<file path="src/design/ubrtq_pkg.sv">
package ubrtq_pkg;

  // Default ring depths
  localparam int unsigned RxDepthDef = 64;
  localparam int unsigned TxDepthDef = 64;

  // Fixed field widths
  localparam int unsigned CmdW   = 3;
  localparam int unsigned ByteW  = 8;
  localparam int unsigned ErrW   = 4;
  localparam int unsigned LenW   = 7;
  localparam int unsigned MaskW  = 5;
  localparam int unsigned FillW  = 7;
  localparam int unsigned FlagW  = 5;

  // Sticky flag positions
  localparam int unsigned FlagBufFull = 4;

  // Command codes
  typedef enum logic [CmdW-1:0] {
    CMD_LINE_BYTE = 3'd0,
    CMD_APP_READ  = 3'd1,
    CMD_SEND_BYTE = 3'd2,
    CMD_TX_READY  = 3'd3,
    CMD_TX_DONE   = 3'd4,
    CMD_CLEAR     = 3'd5
  } cmd_e;

  // Send burst tracking, one-hot
  typedef enum logic [3:0] {
    BS_IDLE   = 4'b0001,
    BS_FILL   = 4'b0010,
    BS_REJECT = 4'b0100,
    BS_SKIP   = 4'b1000
  } burst_e;

  // Result fields that do not come from a ring memory
  typedef struct packed {
    logic             rx_valid;
    logic             tx_valid;
    logic             accepted;
    logic             busy;
    logic             done;
    logic [FillW-1:0] fill;
    logic [FlagW-1:0] flags;
  } res_t;

endpackage

</file>
<file path="src/design/uart_buffered_rx_tx_queues.sv">
// Buffered serial-port queues: a receive ring and a transmit ring.
// Input channel (in_valid_i / in_stall_o) carries one command per transaction:
// line byte, application read, send byte, transmit ready, transmit complete or
// clear flags. Output channel (out_valid_o / out_stall_i) returns exactly one
// result transaction per command, in order.
// The accepting edge updates pointers and counters, reads the ring memory and
// writes the pending stage; the result then moves with the registered read
// data into the output register, from which it is offered.
// Throughput: one command per cycle while the output side keeps up; the limit
// is the single read/write port of each ring memory, used once per command.
// When the receiver stalls, one result waits in the output register and one
// more in the pending stage; the input then stalls until the output moves.
// Reset clears pointers, counts, sticky flags and the send state; the ring
// memories are not cleared, an entry is only read after it has been written.
// Line errors are ORed into sticky flags; a received byte into a full ring
// sets the buffer-full flag. A send burst is accepted or rejected as a whole
// on its first byte and committed at its last byte.
module uart_buffered_rx_tx_queues #(
  parameter int unsigned RX_DEPTH = ubrtq_pkg::RxDepthDef,
  parameter int unsigned TX_DEPTH = ubrtq_pkg::TxDepthDef
) (
  input  logic                        clk_i,
  input  logic                        rst_ni,
  input  logic                        in_valid_i,
  output logic                        in_stall_o,
  input  logic [ubrtq_pkg::CmdW-1:0]  command_i,
  input  logic [ubrtq_pkg::ByteW-1:0] data_byte_i,
  input  logic                        byte_present_i,
  input  logic [ubrtq_pkg::ErrW-1:0]  line_errors_i,
  input  logic [ubrtq_pkg::LenW-1:0]  send_length_i,
  input  logic                        burst_last_i,
  input  logic [ubrtq_pkg::MaskW-1:0] clear_mask_i,
  output logic                        out_valid_o,
  input  logic                        out_stall_i,
  output logic [ubrtq_pkg::ByteW-1:0] rx_data_o,
  output logic                        rx_valid_o,
  output logic [ubrtq_pkg::ByteW-1:0] tx_data_o,
  output logic                        tx_valid_o,
  output logic                        accepted_o,
  output logic                        busy_flag_o,
  output logic                        done_pulse_o,
  output logic [ubrtq_pkg::FillW-1:0] rx_fill_o,
  output logic [ubrtq_pkg::FlagW-1:0] sticky_flags_o
);
  import ubrtq_pkg::*;

  localparam int unsigned RxAw  = (RX_DEPTH > 1) ? $clog2(RX_DEPTH) : 1;
  localparam int unsigned RxCw  = $clog2(RX_DEPTH + 1);
  localparam int unsigned TxAw  = (TX_DEPTH > 1) ? $clog2(TX_DEPTH) : 1;
  localparam int unsigned TxCw  = $clog2(TX_DEPTH + 1);
  localparam int unsigned TxSw  = TxCw + 1;
  localparam int unsigned LcW   = (TxCw > LenW) ? TxCw : LenW;
  localparam int unsigned RfW   = (RxCw > FillW) ? RxCw : FillW;

  localparam logic [RxAw-1:0] RxLast  = RxAw'(RX_DEPTH - 1);
  localparam logic [RxCw-1:0] RxFull  = RxCw'(RX_DEPTH);
  localparam logic [TxAw-1:0] TxLast  = TxAw'(TX_DEPTH - 1);
  localparam logic [TxCw-1:0] TxFull  = TxCw'(TX_DEPTH);
  localparam logic [TxSw-1:0] TxWrap  = TxSw'(TX_DEPTH);

  // Ring memories and their registered read data
  logic [ByteW-1:0] rx_mem_q [RX_DEPTH];
  logic [ByteW-1:0] tx_mem_q [TX_DEPTH];
  logic [ByteW-1:0] rx_rd_q, tx_rd_q;

  // Control state
  logic [RxAw-1:0]  rx_head_q, rx_head_d, rx_tail_q, rx_tail_d;
  logic [RxCw-1:0]  rx_count_q, rx_count_d;
  logic [TxAw-1:0]  tx_head_q, tx_head_d, tx_tail_q, tx_tail_d;
  logic [TxCw-1:0]  tx_count_q, tx_count_d;
  logic [TxCw-1:0]  burst_wr_q, burst_wr_d;
  burst_e           burst_q, burst_d;
  logic             busy_q, busy_d;
  logic             rdy_en_q, rdy_en_d;
  logic             cmpl_en_q, cmpl_en_d;
  logic [FlagW-1:0] flags_q, flags_d;

  // Handshake and result pipeline
  logic             pend_valid_q, pend_valid_d;
  logic             out_valid_q, out_valid_d;
  res_t             pend_q, res_d, out_q;
  logic [ByteW-1:0] out_rx_q, out_tx_q;
  logic             in_accept, pend_move;

  // Memory controls
  logic             rx_we, rx_re, tx_we, tx_re;
  logic [TxAw-1:0]  tx_wa;

  // Scratch values for the step
  cmd_e             cmd;
  logic [TxCw-1:0]  tx_free;
  logic [TxSw-1:0]  tx_sum;
  logic [RfW-1:0]   fill_ext;

  assign pend_move  = pend_valid_q && (!out_valid_q || !out_stall_i);
  assign in_stall_o = pend_valid_q && !pend_move;
  assign in_accept  = in_valid_i && !in_stall_o;
  assign cmd        = cmd_e'(command_i);

  // Work out the next state and the result of the command
  always_comb begin
    rx_head_d  = rx_head_q;
    rx_tail_d  = rx_tail_q;
    rx_count_d = rx_count_q;
    tx_head_d  = tx_head_q;
    tx_tail_d  = tx_tail_q;
    tx_count_d = tx_count_q;
    burst_wr_d = burst_wr_q;
    burst_d    = burst_q;
    busy_d     = busy_q;
    rdy_en_d   = rdy_en_q;
    cmpl_en_d  = cmpl_en_q;
    flags_d    = flags_q;
    rx_we      = 1'b0;
    rx_re      = 1'b0;
    tx_we      = 1'b0;
    tx_re      = 1'b0;
    tx_wa      = tx_tail_q;
    tx_free    = TxFull - tx_count_q;
    tx_sum     = '0;
    res_d      = '0;

    case (cmd)
      CMD_LINE_BYTE: begin
        if (byte_present_i) begin
          if (rx_count_q != RxFull) begin
            rx_we      = 1'b1;
            rx_tail_d  = (rx_tail_q == RxLast) ? '0 : rx_tail_q + 1'b1;
            rx_count_d = rx_count_q + 1'b1;
          end else begin
            flags_d[FlagBufFull] = 1'b1;
          end
        end
        flags_d = flags_d | FlagW'(line_errors_i);
      end
      CMD_APP_READ: begin
        if (rx_count_q != '0) begin
          rx_re          = 1'b1;
          res_d.rx_valid = 1'b1;
          rx_head_d      = (rx_head_q == RxLast) ? '0 : rx_head_q + 1'b1;
          rx_count_d     = rx_count_q - 1'b1;
        end
      end
      CMD_SEND_BYTE: begin
        // Decide the fate of a burst on its first byte
        if (burst_q == BS_IDLE) begin
          burst_wr_d = '0;
          if (send_length_i == '0) begin
            burst_d = BS_SKIP;
          end else if (busy_q || (LcW'(tx_free) < LcW'(send_length_i))) begin
            burst_d = BS_REJECT;
          end else begin
            burst_d  = BS_FILL;
            rdy_en_d = 1'b0;
          end
        end
        if (burst_d == BS_FILL) begin
          res_d.accepted = 1'b1;
          // Stage the byte while there is room
          if (burst_wr_d < tx_free) begin
            tx_sum     = TxSw'(tx_tail_q) + TxSw'(burst_wr_d);
            tx_sum     = (tx_sum >= TxWrap) ? tx_sum - TxWrap : tx_sum;
            tx_wa      = tx_sum[TxAw-1:0];
            tx_we      = 1'b1;
            burst_wr_d = burst_wr_d + 1'b1;
          end
          // Commit the staged bytes at the end of the burst
          if (burst_last_i) begin
            tx_sum     = TxSw'(tx_tail_q) + TxSw'(burst_wr_d);
            tx_sum     = (tx_sum >= TxWrap) ? tx_sum - TxWrap : tx_sum;
            tx_tail_d  = tx_sum[TxAw-1:0];
            tx_count_d = tx_count_q + burst_wr_d;
            burst_wr_d = '0;
            busy_d     = 1'b1;
            rdy_en_d   = 1'b1;
            burst_d    = BS_IDLE;
          end
        end else begin
          res_d.accepted = (burst_d == BS_SKIP);
          if (burst_last_i) begin
            burst_d = BS_IDLE;
          end
        end
      end
      CMD_TX_READY: begin
        if (rdy_en_q && (tx_count_q != '0)) begin
          tx_re          = 1'b1;
          res_d.tx_valid = 1'b1;
          tx_head_d      = (tx_head_q == TxLast) ? '0 : tx_head_q + 1'b1;
          tx_count_d     = tx_count_q - 1'b1;
          if (tx_count_d == '0) begin
            rdy_en_d  = 1'b0;
            cmpl_en_d = 1'b1;
          end
        end
      end
      CMD_TX_DONE: begin
        if (cmpl_en_q) begin
          cmpl_en_d  = 1'b0;
          busy_d     = 1'b0;
          res_d.done = 1'b1;
        end
      end
      CMD_CLEAR: begin
        flags_d = flags_q & ~clear_mask_i;
      end
      default: begin
      end
    endcase

    fill_ext    = RfW'(rx_count_d);
    res_d.fill  = fill_ext[FillW-1:0];
    res_d.busy  = busy_d;
    res_d.flags = flags_d;
  end

  // Hold control state
  always_ff @(posedge clk_i or negedge rst_ni) begin
    if (!rst_ni) begin
      rx_head_q    <= '0;
      rx_tail_q    <= '0;
      rx_count_q   <= '0;
      tx_head_q    <= '0;
      tx_tail_q    <= '0;
      tx_count_q   <= '0;
      burst_wr_q   <= '0;
      burst_q      <= BS_IDLE;
      busy_q       <= 1'b0;
      rdy_en_q     <= 1'b0;
      cmpl_en_q    <= 1'b0;
      flags_q      <= '0;
      pend_valid_q <= 1'b0;
      out_valid_q  <= 1'b0;
    end else begin
      if (in_accept) begin
        rx_head_q  <= rx_head_d;
        rx_tail_q  <= rx_tail_d;
        rx_count_q <= rx_count_d;
        tx_head_q  <= tx_head_d;
        tx_tail_q  <= tx_tail_d;
        tx_count_q <= tx_count_d;
        burst_wr_q <= burst_wr_d;
        burst_q    <= burst_d;
        busy_q     <= busy_d;
        rdy_en_q   <= rdy_en_d;
        cmpl_en_q  <= cmpl_en_d;
        flags_q    <= flags_d;
      end
      pend_valid_q <= pend_valid_d;
      out_valid_q  <= out_valid_d;
    end
  end

  // Advance the pending and output stages
  always_comb begin
    pend_valid_d = pend_valid_q;
    if (in_accept) begin
      pend_valid_d = 1'b1;
    end else if (pend_move) begin
      pend_valid_d = 1'b0;
    end
    out_valid_d = out_valid_q;
    if (pend_move) begin
      out_valid_d = 1'b1;
    end else if (!out_stall_i) begin
      out_valid_d = 1'b0;
    end
  end

  // Capture the result payload
  always_ff @(posedge clk_i) begin
    if (in_accept) begin
      pend_q <= res_d;
    end
    if (pend_move) begin
      out_q    <= pend_q;
      out_rx_q <= pend_q.rx_valid ? rx_rd_q : '0;
      out_tx_q <= pend_q.tx_valid ? tx_rd_q : '0;
    end
  end

  // Receive ring: one write or one read per transaction
  always_ff @(posedge clk_i) begin
    if (in_accept && rx_we) begin
      rx_mem_q[rx_tail_q] <= data_byte_i;
    end
    if (in_accept && rx_re) begin
      rx_rd_q <= rx_mem_q[rx_head_q];
    end
  end

  // Transmit ring: one write or one read per transaction
  always_ff @(posedge clk_i) begin
    if (in_accept && tx_we) begin
      tx_mem_q[tx_wa] <= data_byte_i;
    end
    if (in_accept && tx_re) begin
      tx_rd_q <= tx_mem_q[tx_head_q];
    end
  end

  assign out_valid_o    = out_valid_q;
  assign rx_data_o      = out_rx_q;
  assign rx_valid_o     = out_q.rx_valid;
  assign tx_data_o      = out_tx_q;
  assign tx_valid_o     = out_q.tx_valid;
  assign accepted_o     = out_q.accepted;
  assign busy_flag_o    = out_q.busy;
  assign done_pulse_o   = out_q.done;
  assign rx_fill_o      = out_q.fill;
  assign sticky_flags_o = out_q.flags;

endmodule
</file>
<file path="config.mk">
export PLATFORM = sky130hd
export DESIGN_NAME = uart_buffered_rx_tx_queues
export DESIGN_NICKNAME = d
export VERILOG_FILES = /design/src/design/ubrtq_pkg.sv /design/src/design/uart_buffered_rx_tx_queues.sv
export SDC_FILE = /design/constraint.sdc
export NUM_CORES = 1
export LEC_CHECK = 0
export BUFFER_PORTS_ARGS = -buffer_cell sky130_fd_sc_hd__buf_2
export CELL_PAD_IN_SITES_DETAIL_PLACEMENT = 1
export CELL_PAD_IN_SITES_GLOBAL_PLACEMENT = 1
export CORE_UTILIZATION = 33
export CTS_CLUSTER_DIAMETER = 100
export DETAILED_ROUTE_END_ITERATION = 8
export HOLD_SLACK_MARGIN = 0.1
export PLACE_DENSITY = 0.55
export RECOVER_POWER = 25
export SYNTH_ARGS = -nofsm -noshare
export SYNTH_HDL_FRONTEND = slang
export SYNTH_SLANG_ARGS = --single-unit
</file>
<file path="constraint.sdc">
create_clock -name clk_i -period 5.6 [get_ports clk_i]
set_input_delay 0.84 -clock clk_i [delete_from_list [all_inputs] [get_ports clk_i]]
set_output_delay 0.84 -clock clk_i [all_outputs]
set_load 0.02 [all_outputs]
</file>
==> results of run 1 <==
[metrics by stage]
| stage | setup slack [ps] | instance area (um^2) | hold WS [ps] | total power, mW | std cells |
|---|---|---|---|---|---|
| floorplan | 1250 | 46500 | 400 | 13.2 | 2276 |
| CTS | 324 | 53100 | 128 | 22.7 | 4400 |
| global placement | 458 | 49300 | 404 | 14.9 | 4182 |
| global route | 47.3 | 53100 | 334 | 23.2 | 4400 |
| detailed placement | 284 | 49300 | 406 | 14.9 | 4182 |
| finish | 289 | 53100 | 365 | 22.3 | 4400 |
[cell usage in the layout, fill, tap and decap left out, types with 13 or more instances in the layout]
cell type and n:
sky130_fd_sc_hd__and2_0 13, sky130_fd_sc_hd__nor3_1 34, sky130_fd_sc_hd__dfrtp_1 53, sky130_fd_sc_hd__nand2_1 81, sky130_fd_sc_hd__mux4_2 336, sky130_fd_sc_hd__o21ai_0 43
sky130_fd_sc_hd__clkinv_2 26, sky130_fd_sc_hd__nor2_1 126, sky130_fd_sc_hd__buf_4 72, sky130_fd_sc_hd__buf_2 57, sky130_fd_sc_hd__inv_1 41, sky130_fd_sc_hd__edfxtp_1 1090
sky130_fd_sc_hd__nand4_1 13, sky130_fd_sc_hd__clkbuf_1 32, sky130_fd_sc_hd__clkbuf_16 117, sky130_fd_sc_hd__nand3_1 23, sky130_fd_sc_hd__ha_1 38, sky130_fd_sc_hd__xnor2_1 22
sky130_fd_sc_hd__nor4_1 13, sky130_fd_sc_hd__a21oi_1 41, sky130_fd_sc_hd__xor2_1 15, sky130_fd_sc_hd__clkinv_1 29
[final timing paths]
path                            start           endpoint  slack, ps  cells past startpoint
setup / recovery           burst_q[1]    tx_mem_q[50][3]        290                     10
hold / removal             in_valid_i       pend_valid_q        360                      3
setup reg to reg           burst_q[1]    tx_mem_q[50][3]        290                     10
hold reg to reg             pend_q[0]  sticky_flags_o[0]        420                      0
max in group asynchronous      rst_ni       tx_head_q[1]       1890                      2
min in group asynchronous      rst_ni        out_valid_o        580                      1
[worst max-delay path: cells and delay by family, from the launching register on]
family / cells / cell delay (ps)
compound gates: 3 / 860
simple gates: 6 / 3280
fa+ha+maj: 1 / 320
flops: 1 / 460
[layout make-up]
type,count,area (um^2)
tap,1876,2350
timing repair buffer,145,967
fill,13600,86500
clock buffer,140,3030
inverter,42,158
multi-input combinational,970,11600
sequential,1149,34200
clock inverter,78,729
[flip-flops by register name (all words and copies together), names as in the netlist, 8 cells and up]
| name | flops |
|---|---|
| pend_q | 17 |
| rx_data_o | 8 |
| rx_mem_q | 512 |
| rx_rd_q | 8 |
| tx_data_o | 8 |
| tx_mem_q | 512 |
| tx_rd_q | 8 |
[per-layer routing]
layer / vias to the layer above / global-route usage (%) / share of wire (%)
li1: 9716 / - / -
met5: - / 0 / 0.022
met2: 477 / 28.6 / 51
met3: 183 / 3.07 / 4.1
met4: 4 / 4.76 / 2.7
met1: 12000 / 21.2 / 42
[where the power goes]
part | leakage [nW] | internal [mW] | switching, mW
Sequential | 10.6 | 9.62 | 0.409
Combinational | 4.12 | 2.17 | 2.43
Clock | 1.84 | 4.40 | 3.30
Total | 16.5 | 16.2 | 6.14
[cells by family (layout without fill, tap and decap cells)]
| group | count (synthesis) | in the layout |
|---|---|---|
| AO/OA/AOI/OAI | 154 | 154 |
| XOR/XNOR | 38 | 38 |
| adder cells (fa/ha/maj) | 41 | 41 |
| buffers and inverters | 157 | 405 |
| flip-flops | 1149 | 1149 |
| multiplexers | 348 | 348 |
| AND/OR/NAND/NOR | 389 | 389 |
==> flow_summary.yaml, run 1 <==
status:
  outcome: "finished with violations"
  failed_checks: "capacitance limit, slew limit"
placed_design:
  globalplace.congestion: 0.814
  detailedPlacementHpwl_mm: 74.2
  buffer_ports.inserted: 67
grt:
  gr-total-overflow: 0
  grt_first_pass_wirelength_mm: 171
  antenna_found_initial: 6
  via_count_of_the_first_global_routing_pass: 24100
  grt_start_max_net_pins: 83
  grt_util_all_layers_pct: 16.6
final_layout:
  nNetsFinal: 2498
  syn_to_final_growth_pct: 14.2
  antennaDiodeCount: 0
  finish.utilization_pct: 38.0
  layout-drive-gt1-share_pct: 27.6
detailed_routing:
  detail_route.iter0.violations: 1792
  route.detailed.drc: 0
  drtAntennaViolNets: 0
  detail_route.vias_per_cell: 5.10
  drtPass1Iterations: 5
  route.final.wire_length_mm: 116
  wire_per_inst_um: 26.4
  vias: 22400
cts:
  post_cts.repair.setup_buffers: 0
  post_cts_resize_count: 0
  tritoncts: "done"
  cts_root_cell: "sky130_fd_sc_hd__clkbuf_16"
  htree_num_levels: 3
  clock_sinks: 1149
  clk-insertion-delay-late_ps: 730
  clock_path_buffers: 3
  clk_pin_slew_worst_paths_ps: 60
  hold_buffers: 0
  tritoncts.num_buffers: 116
pwr:
  vdd_drop_max_v: 0.000256
  pwr_density_cell_nw_per_um2: 421
  static_leakage_nw: 16.5
sta:
  setup-violations-final: 0
  transition_time_at_the_pin_with_the_least_slew_margin_ps: 4500
  report.final.hold_viol_count: 0
  setup_tns_ps: 0
  clock-skew-final_ps: 38.6
  layout_min_cycle_time_ps: 5310
  fraction_of_the_cycle_the_final_worst_path_needs_pct: 94.8
  maxSlewHeadroom_pct: -200
  max_freq_mhz: 188
  rsz0062_at_grt: "false"
  slew_viol_final: 637
yosys:
  synth_area_per_cell_um2: 20.4
  post-synth-top-count-cell: "sky130_fd_sc_hd__edfxtp_1"
  synth_top_family_by_area: "multiplexers"
  synth_sequential_area_ratio_pct: 73.6
  gate_count_post_synth: 2276
  synth.mux.area_fraction_pct: 16.6
  syn-num-nets: 2350
  synthDominantAreaCellType: "sky130_fd_sc_hd__edfxtp_1"
  flops_latches_synth: 1149
  synthDistinctLibCells: 83
  synth.top_cell.area_share_pct: 70.4
  post_synth_most_frequent_cells: "1,090 x sky130_fd_sc_hd__edfxtp_1, 336 x sky130_fd_sc_hd__mux4_2, 126 x sky130_fd_sc_hd__nor2_1, 81 x sky130_fd_sc_hd__nand2_1, 61 x sky130_fd_sc_hd__clkbuf_1"
  simple_gate_area_share_of_the_yosys_netlist_pct: 4.35
  adder_cell_fraction_of_synth_area_pct: 1.15
  synth_top_flop_cell: "sky130_fd_sc_hd__edfxtp_1"
  share_of_the_synthesized_area_in_compound_gates_ao_oa_aoi_oai_pct: 2.13
  syn-cell-area_um2: 46500
  synth_async_sr_flop_share_pct: 5.13
  ys.warnings.count: 0
  synth-xor-area-share_pct: 0.746
  synth_edf_count: 1090
  synthTopCellsByArea: "sky130_fd_sc_hd__edfxtp_1 70%, sky130_fd_sc_hd__mux4_2 16%, sky130_fd_sc_hd__dfrtp_1 3.1%"
worst_setup_path:
  critPathRequiredTime_ps: 5910
  path_max_fanout: 10
  slowest_library_cell_on_the_worst_path: "sky130_fd_sc_hd__nor3b_1"
  worstSetupPathType: "flip-flop to flip-flop"
  worstSetupEndpointType: "flip-flop"
  crit_path_cell_trace: "or4b_1, and2_1, ha_1, a211oi_1, o21bai_1, a21oi_1, nand2_1, nor4_1, nor3_2, nor3b_1"
  critPathLaunchType: "flip-flop"
  cp.arrival_ps: 5620
  critical_path.max_stage_delay_ps: 1060
die:
  row_count: 137
  core_region_area_um2: 140000
  die_h_um: 377
  floorplan.die_area_um2: 142000
  ios: 68
  initial_core_util_pct: 33.3
  die_width_um: 377
min_path:
  min_delay_worst_type: "input pin to flip-flop"
flow_run:
  max-cap-violations: 10
Power figures use the tool's default switching activity.
==> inputs of run 2 (changes only) <==
==> constraint.sdc (replaced) <==
create_clock -name clk_i -period 5.6 [get_ports clk_i]
set_input_delay 0.28 -clock clk_i [delete_from_list [all_inputs] [get_ports clk_i]]
set_output_delay 0.28 -clock clk_i [all_outputs]
set_load 0.02 [all_outputs]
==> flow_summary.yaml, run 2 (same netlist as run 1, synthesis figures left out) <==
die:
  initial_core_util_pct: 33.3
  ios: 68
  floorplan.die_area_um2: 142000
  core_region_area_um2: 140000
  die_width_um: 377
  die_h_um: 377
  row_count: 137
pwr:
  vdd_drop_max_v: 0.000290
  pwr_density_cell_nw_per_um2: 425
  static_leakage_nw: 16.8
sta:
  transition_time_at_the_pin_with_the_least_slew_margin_ps: 4250
  clock-skew-final_ps: 23.5
  setup-violations-final: 0
  layout_min_cycle_time_ps: 5280
  fraction_of_the_cycle_the_final_worst_path_needs_pct: 94.2
  maxSlewHeadroom_pct: -184
  rsz0062_at_grt: "false"
  max_freq_mhz: 190
  report.final.hold_viol_count: 0
  setup_tns_ps: 0
  slew_viol_final: 598
placed_design:
  detailedPlacementHpwl_mm: 74.1
  globalplace.congestion: 0.813
  place_inst: 4186
  placedInstanceArea_um2: 49300
  buffer_ports.inserted: 67
cts:
  clock_path_buffers: 3
  htree_num_levels: 3
  tritoncts.num_buffers: 117
  post_cts.repair.setup_buffers: 0
  clk-insertion-delay-late_ps: 720
  tritoncts: "done"
  cts_root_cell: "sky130_fd_sc_hd__clkbuf_16"
  clock_sinks: 1149
  clk_pin_slew_worst_paths_ps: 60
grt:
  antenna_found_initial: 3
  via_count_of_the_first_global_routing_pass: 24800
  grt_first_pass_wirelength_mm: 175
  grt_start_max_net_pins: 84
  gr-total-overflow: 0
  grt_util_all_layers_pct: 16.9
final_layout:
  syn_to_final_growth_pct: 15.0
  layoutNonFillerInstCount: 4425
  final_common_cell: "sky130_fd_sc_hd__edfxtp_1"
  finish.utilization_pct: 38.3
  layout-drive-gt1-share_pct: 27.7
  mostFrequentLayoutCells: "1,090 x sky130_fd_sc_hd__edfxtp_1, 336 x sky130_fd_sc_hd__mux4_2, 126 x sky130_fd_sc_hd__nor2_1, 119 x sky130_fd_sc_hd__clkbuf_16, 81 x sky130_fd_sc_hd__nand2_1"
  nNetsFinal: 2522
  largest_registers: "rx_mem_q (512), tx_mem_q (512), pend_q (17)"
  finish.instance_area_um2: 53500
detailed_routing:
  drtAntennaViolNets: 0
  vias: 22700
  wire_per_inst_um: 26.7
  drtPass1Iterations: 5
  detail_route.vias_per_cell: 5.14
  detail_route.iter0.violations: 1471
  route.detailed.drc: 0
  route.final.wire_length_mm: 118
worst_setup_path:
  path_max_fanout: 16
  critPathRequiredTime_ps: 5930
  critPathLaunchType: "flip-flop"
  worstSetupPathType: "flip-flop to flip-flop"
  worstSetupEndpointType: "flip-flop"
  cp.arrival_ps: 5600
status:
  outcome: "finished with violations"
  failed_checks: "capacitance limit, slew limit"
flow_run:
  max-cap-violations: 9
min_path:
  min_delay_worst_type: "input pin to flip-flop"
[run 2: cell types whose count changed in the layout (fill, tap and decap cells not counted), moves of 4 or more]
cell,previous run,this run
sky130_fd_sc_hd__and2_0,13,1
sky130_fd_sc_hd__and2_1,11,23
sky130_fd_sc_hd__buf_4,72,78
sky130_fd_sc_hd__bufinv_16,12,16
sky130_fd_sc_hd__clkbuf_8,2,9
sky130_fd_sc_hd__clkinv_1,29,23
sky130_fd_sc_hd__clkinv_2,26,22
sky130_fd_sc_hd__dlygate4sd3_1,0,19
[run 2: power breakdown]
group / total (mW) / switching (mW) / internal [mW]
Combinational: 4.57 / 2.38 / 2.19
Sequential: 10.1 / 0.469 / 9.61
Clock: 8.06 / 3.32 / 4.74
[run 2: final timing paths]
path,startpoint,end,slack [ps],cells after the start
max,burst_q[1],tx_mem_q[52][4],320,12
min,send_length_i[6],rdy_en_q,200,6
max reg2reg,burst_q[1],tx_mem_q[52][4],320,12
min reg2reg,pend_q[9],rx_fill_o[4],420,0
max in group asynchronous,rst_ni,tx_head_q[0],1020,3
min in group asynchronous,rst_ni,out_valid_o,1660,3
[run 2: stage by stage]
stage          hold WS (ps)  setup slack [ps]  power, mW
4_1_cts                 112               324       23.0
3_5_place_dp            407               349       14.9
5_1_grt                 218              37.3       23.5
2_1_floorplan         -15.6              1250       13.2
3_3_place_gp            403               574       14.9
6_report                201               324       22.7
[run 2: final cells by class]
type	count	area (um^2)
fill	13600	86100
inverter	42	158
antenna	1	2.50
tap	1876	2350
sequential	1149	34200
clock inverter	68	763
timing repair buffer	168	1160
clock buffer	151	3190
multi-input combinational	970	11600
[run 2: routing by layer]
metal / track usage (%) / up-vias / part of all wire, %
li1: - / 9759 / -
met1: 22.2 / 12400 / 43
met2: 29.1 / 454 / 51
met3: 2.53 / 152 / 3.5
met4: 4.30 / 0 / 2.2
met5: 0 / - / 0
[run 2: worst max-delay path: stages (launching register included)]
cell and delay (ps):
sky130_fd_sc_hd__dfrtp_1 460, sky130_fd_sc_hd__or4b_1 850, sky130_fd_sc_hd__and2_1 350, sky130_fd_sc_hd__ha_1 320, sky130_fd_sc_hd__a211oi_1 220, sky130_fd_sc_hd__o21bai_1 180
sky130_fd_sc_hd__a21oi_1 150, sky130_fd_sc_hd__buf_4 210, sky130_fd_sc_hd__nand2_1 340, sky130_fd_sc_hd__nor4_1 460, sky130_fd_sc_hd__nor3_2 80, sky130_fd_sc_hd__buf_4 220
sky130_fd_sc_hd__nor3b_1 1020
[run 2: repair_timing]
item	4_1_cts	5_1_grt
hold buffers	19	0
hold endpoints to repair	116	0
gates resized for setup	0	0
==> inputs of run 3 (changes only) <==
==> constraint.sdc (replaced) <==
create_clock -name clk_i -period 5.6 [get_ports clk_i]
set_input_delay 1.12 -clock clk_i [delete_from_list [all_inputs] [get_ports clk_i]]
set_output_delay 1.12 -clock clk_i [all_outputs]
set_load 0.02 [all_outputs]
==> flow_summary.yaml, run 3 (same netlist as run 1, synthesis figures left out) <==
cts:
  clk-insertion-delay-late_ps: 750
  post_cts.repair.setup_buffers: 0
  htree_num_levels: 3
  clk_pin_slew_worst_paths_ps: 60
  clock_path_buffers: 3
  clock_sinks: 1149
  cts_root_cell: "sky130_fd_sc_hd__clkbuf_16"
  tritoncts.num_buffers: 117
  tritoncts: "done"
worst_setup_path:
  path_max_fanout: 14
  worstSetupEndpointType: "flip-flop"
  regToRegSetupSlack_ps: 390
  worstSetupPathType: "flip-flop to flip-flop"
  cp.arrival_ps: 5840
  critPathLaunchType: "flip-flop"
  critPathRequiredTime_ps: 6230
grt:
  gr-total-overflow: 0
  antenna_found_initial: 5
  grt_first_pass_wirelength_mm: 172
  grt_start_max_net_pins: 135
  grt_util_all_layers_pct: 16.7
  via_count_of_the_first_global_routing_pass: 24300
sta:
  report.final.hold_viol_count: 0
  rsz0062_at_grt: "false"
  transition_time_at_the_pin_with_the_least_slew_margin_ps: 4250
  clock-skew-final_ps: 43.9
  setup-violations-final: 0
  max_freq_mhz: 192
  layout_min_cycle_time_ps: 5210
  setup_tns_ps: 0
  fraction_of_the_cycle_the_final_worst_path_needs_pct: 93.0
  slew_viol_final: 631
  maxSlewHeadroom_pct: -183
status:
  outcome: "finished with violations"
  failed_checks: "capacitance limit, slew limit"
final_layout:
  syn_to_final_growth_pct: 14.3
  mostFrequentLayoutCells: "1,090 x sky130_fd_sc_hd__edfxtp_1, 336 x sky130_fd_sc_hd__mux4_2, 126 x sky130_fd_sc_hd__nor2_1, 119 x sky130_fd_sc_hd__clkbuf_16, 81 x sky130_fd_sc_hd__nand2_1"
  layout-drive-gt1-share_pct: 27.8
  largest_registers: "rx_mem_q (512), tx_mem_q (512), pend_q (17)"
  final_common_cell: "sky130_fd_sc_hd__edfxtp_1"
  nNetsFinal: 2506
die:
  initial_core_util_pct: 33.3
  die_h_um: 377
  die_width_um: 377
  ios: 68
  core_region_area_um2: 140000
  floorplan.die_area_um2: 142000
  row_count: 137
detailed_routing:
  detail_route.iter0.violations: 1479
  drtAntennaViolNets: 0
  detail_route.vias_per_cell: 5.10
  drtPass1Iterations: 5
  route.final.wire_length_mm: 117
  vias: 22500
  route.detailed.drc: 0
  wire_per_inst_um: 26.5
pwr:
  vdd_drop_max_v: 0.000276
  static_leakage_nw: 16.6
  pwr_density_cell_nw_per_um2: 419
  post_layout_power_mw: 22.3
placed_design:
  detailedPlacementHpwl_mm: 74.2
  buffer_ports.inserted: 67
  globalplace.congestion: 0.817
flow_run:
  max-cap-violations: 11
min_path:
  min_delay_worst_type: "flip-flop to flip-flop"
[run 3: changes by cell type in the layout (fill, tap and decap cells not counted), sizes merged]
cell	previous run	this run
dlygate4sd3	19	0
bufinv	16	8
clkinvlp	3	8
clkinv	47	49
buf	140	139
clkbuf	160	161
[run 3: area by class of cell]
cell class / instances / area [um^2]
clock inverter: 67 / 641
sequential: 1149 / 34200
multi-input combinational: 970 / 11600
timing repair buffer: 152 / 1020
fill: 13500 / 86400
inverter: 42 / 158
tap: 1876 / 2350
antenna: 1 / 2.50
clock buffer: 148 / 3130
[run 3: per-stage QoR]
step	setup WS [ps]	std cells	utilization [%]	instance area [um^2]	hold WS, ps
finish	390	4405	38.1	53100	424
global route	118	4404	38.1	53100	435
CTS	114	4402	38.1	53100	425
detailed placement	120	4187	35.4	49400	408
global placement	275	4187	35.4	49400	403
floorplan	1250	2276	-	46500	400
[run 3: final timing paths]
| kind | from | cells past startpoint | to |
|---|---|---|---|
| min in group asynchronous | rst_ni | 1 | out_valid_o |
| hold reg to reg | pend_q[2] | 0 | sticky_flags_o[2] |
| hold / removal | pend_q[2] | 0 | sticky_flags_o[2] |
| setup reg to reg | burst_q[1] | 17 | tx_count_q[6] |
| max in group asynchronous | rst_ni | 2 | tx_head_q[1] |
| setup / recovery | burst_q[1] | 17 | tx_count_q[6] |
[run 3: timing repair]
item	4_1_cts	5_1_grt
hold buffers	0	0
setup endpoints to repair	0	30
gates resized for setup	0	3
[run 3: report_power, final]
group / total [mW] / internal [mW] / switching (mW)
sequential: 10.0 / 9.62 / 0.432
combinational: 4.54 / 2.17 / 2.37
clock: 7.67 / 4.33 / 3.35
total: 22.3 / 16.1 / 6.15
[run 3: layer usage]
metal	wire [um]	vias up	GRT usage, %
li1	-	9723	-
met1	50000	12100	21.9
met2	58600	498	28.1
met3	5100	165	3.07
met4	3110	2	4.75
met5	13	-	0
[run 3: worst max-delay path, stage by stage (launching register included)]
cell and delay (ps):
sky130_fd_sc_hd__dfrtp_1 460, sky130_fd_sc_hd__or4b_1 840, sky130_fd_sc_hd__and2_1 340, sky130_fd_sc_hd__ha_1 310
sky130_fd_sc_hd__a211oi_1 280, sky130_fd_sc_hd__o21bai_1 220, sky130_fd_sc_hd__a21oi_2 320, sky130_fd_sc_hd__buf_4 220
sky130_fd_sc_hd__nand2_1 130, sky130_fd_sc_hd__xnor2_1 280, sky130_fd_sc_hd__ha_1 320, sky130_fd_sc_hd__nor2b_1 160
sky130_fd_sc_hd__nor3_1 260, sky130_fd_sc_hd__o21bai_1 140, sky130_fd_sc_hd__a21oi_1 190, sky130_fd_sc_hd__xnor3_1 260
sky130_fd_sc_hd__a31o_1 230, sky130_fd_sc_hd__a22oi_1 180
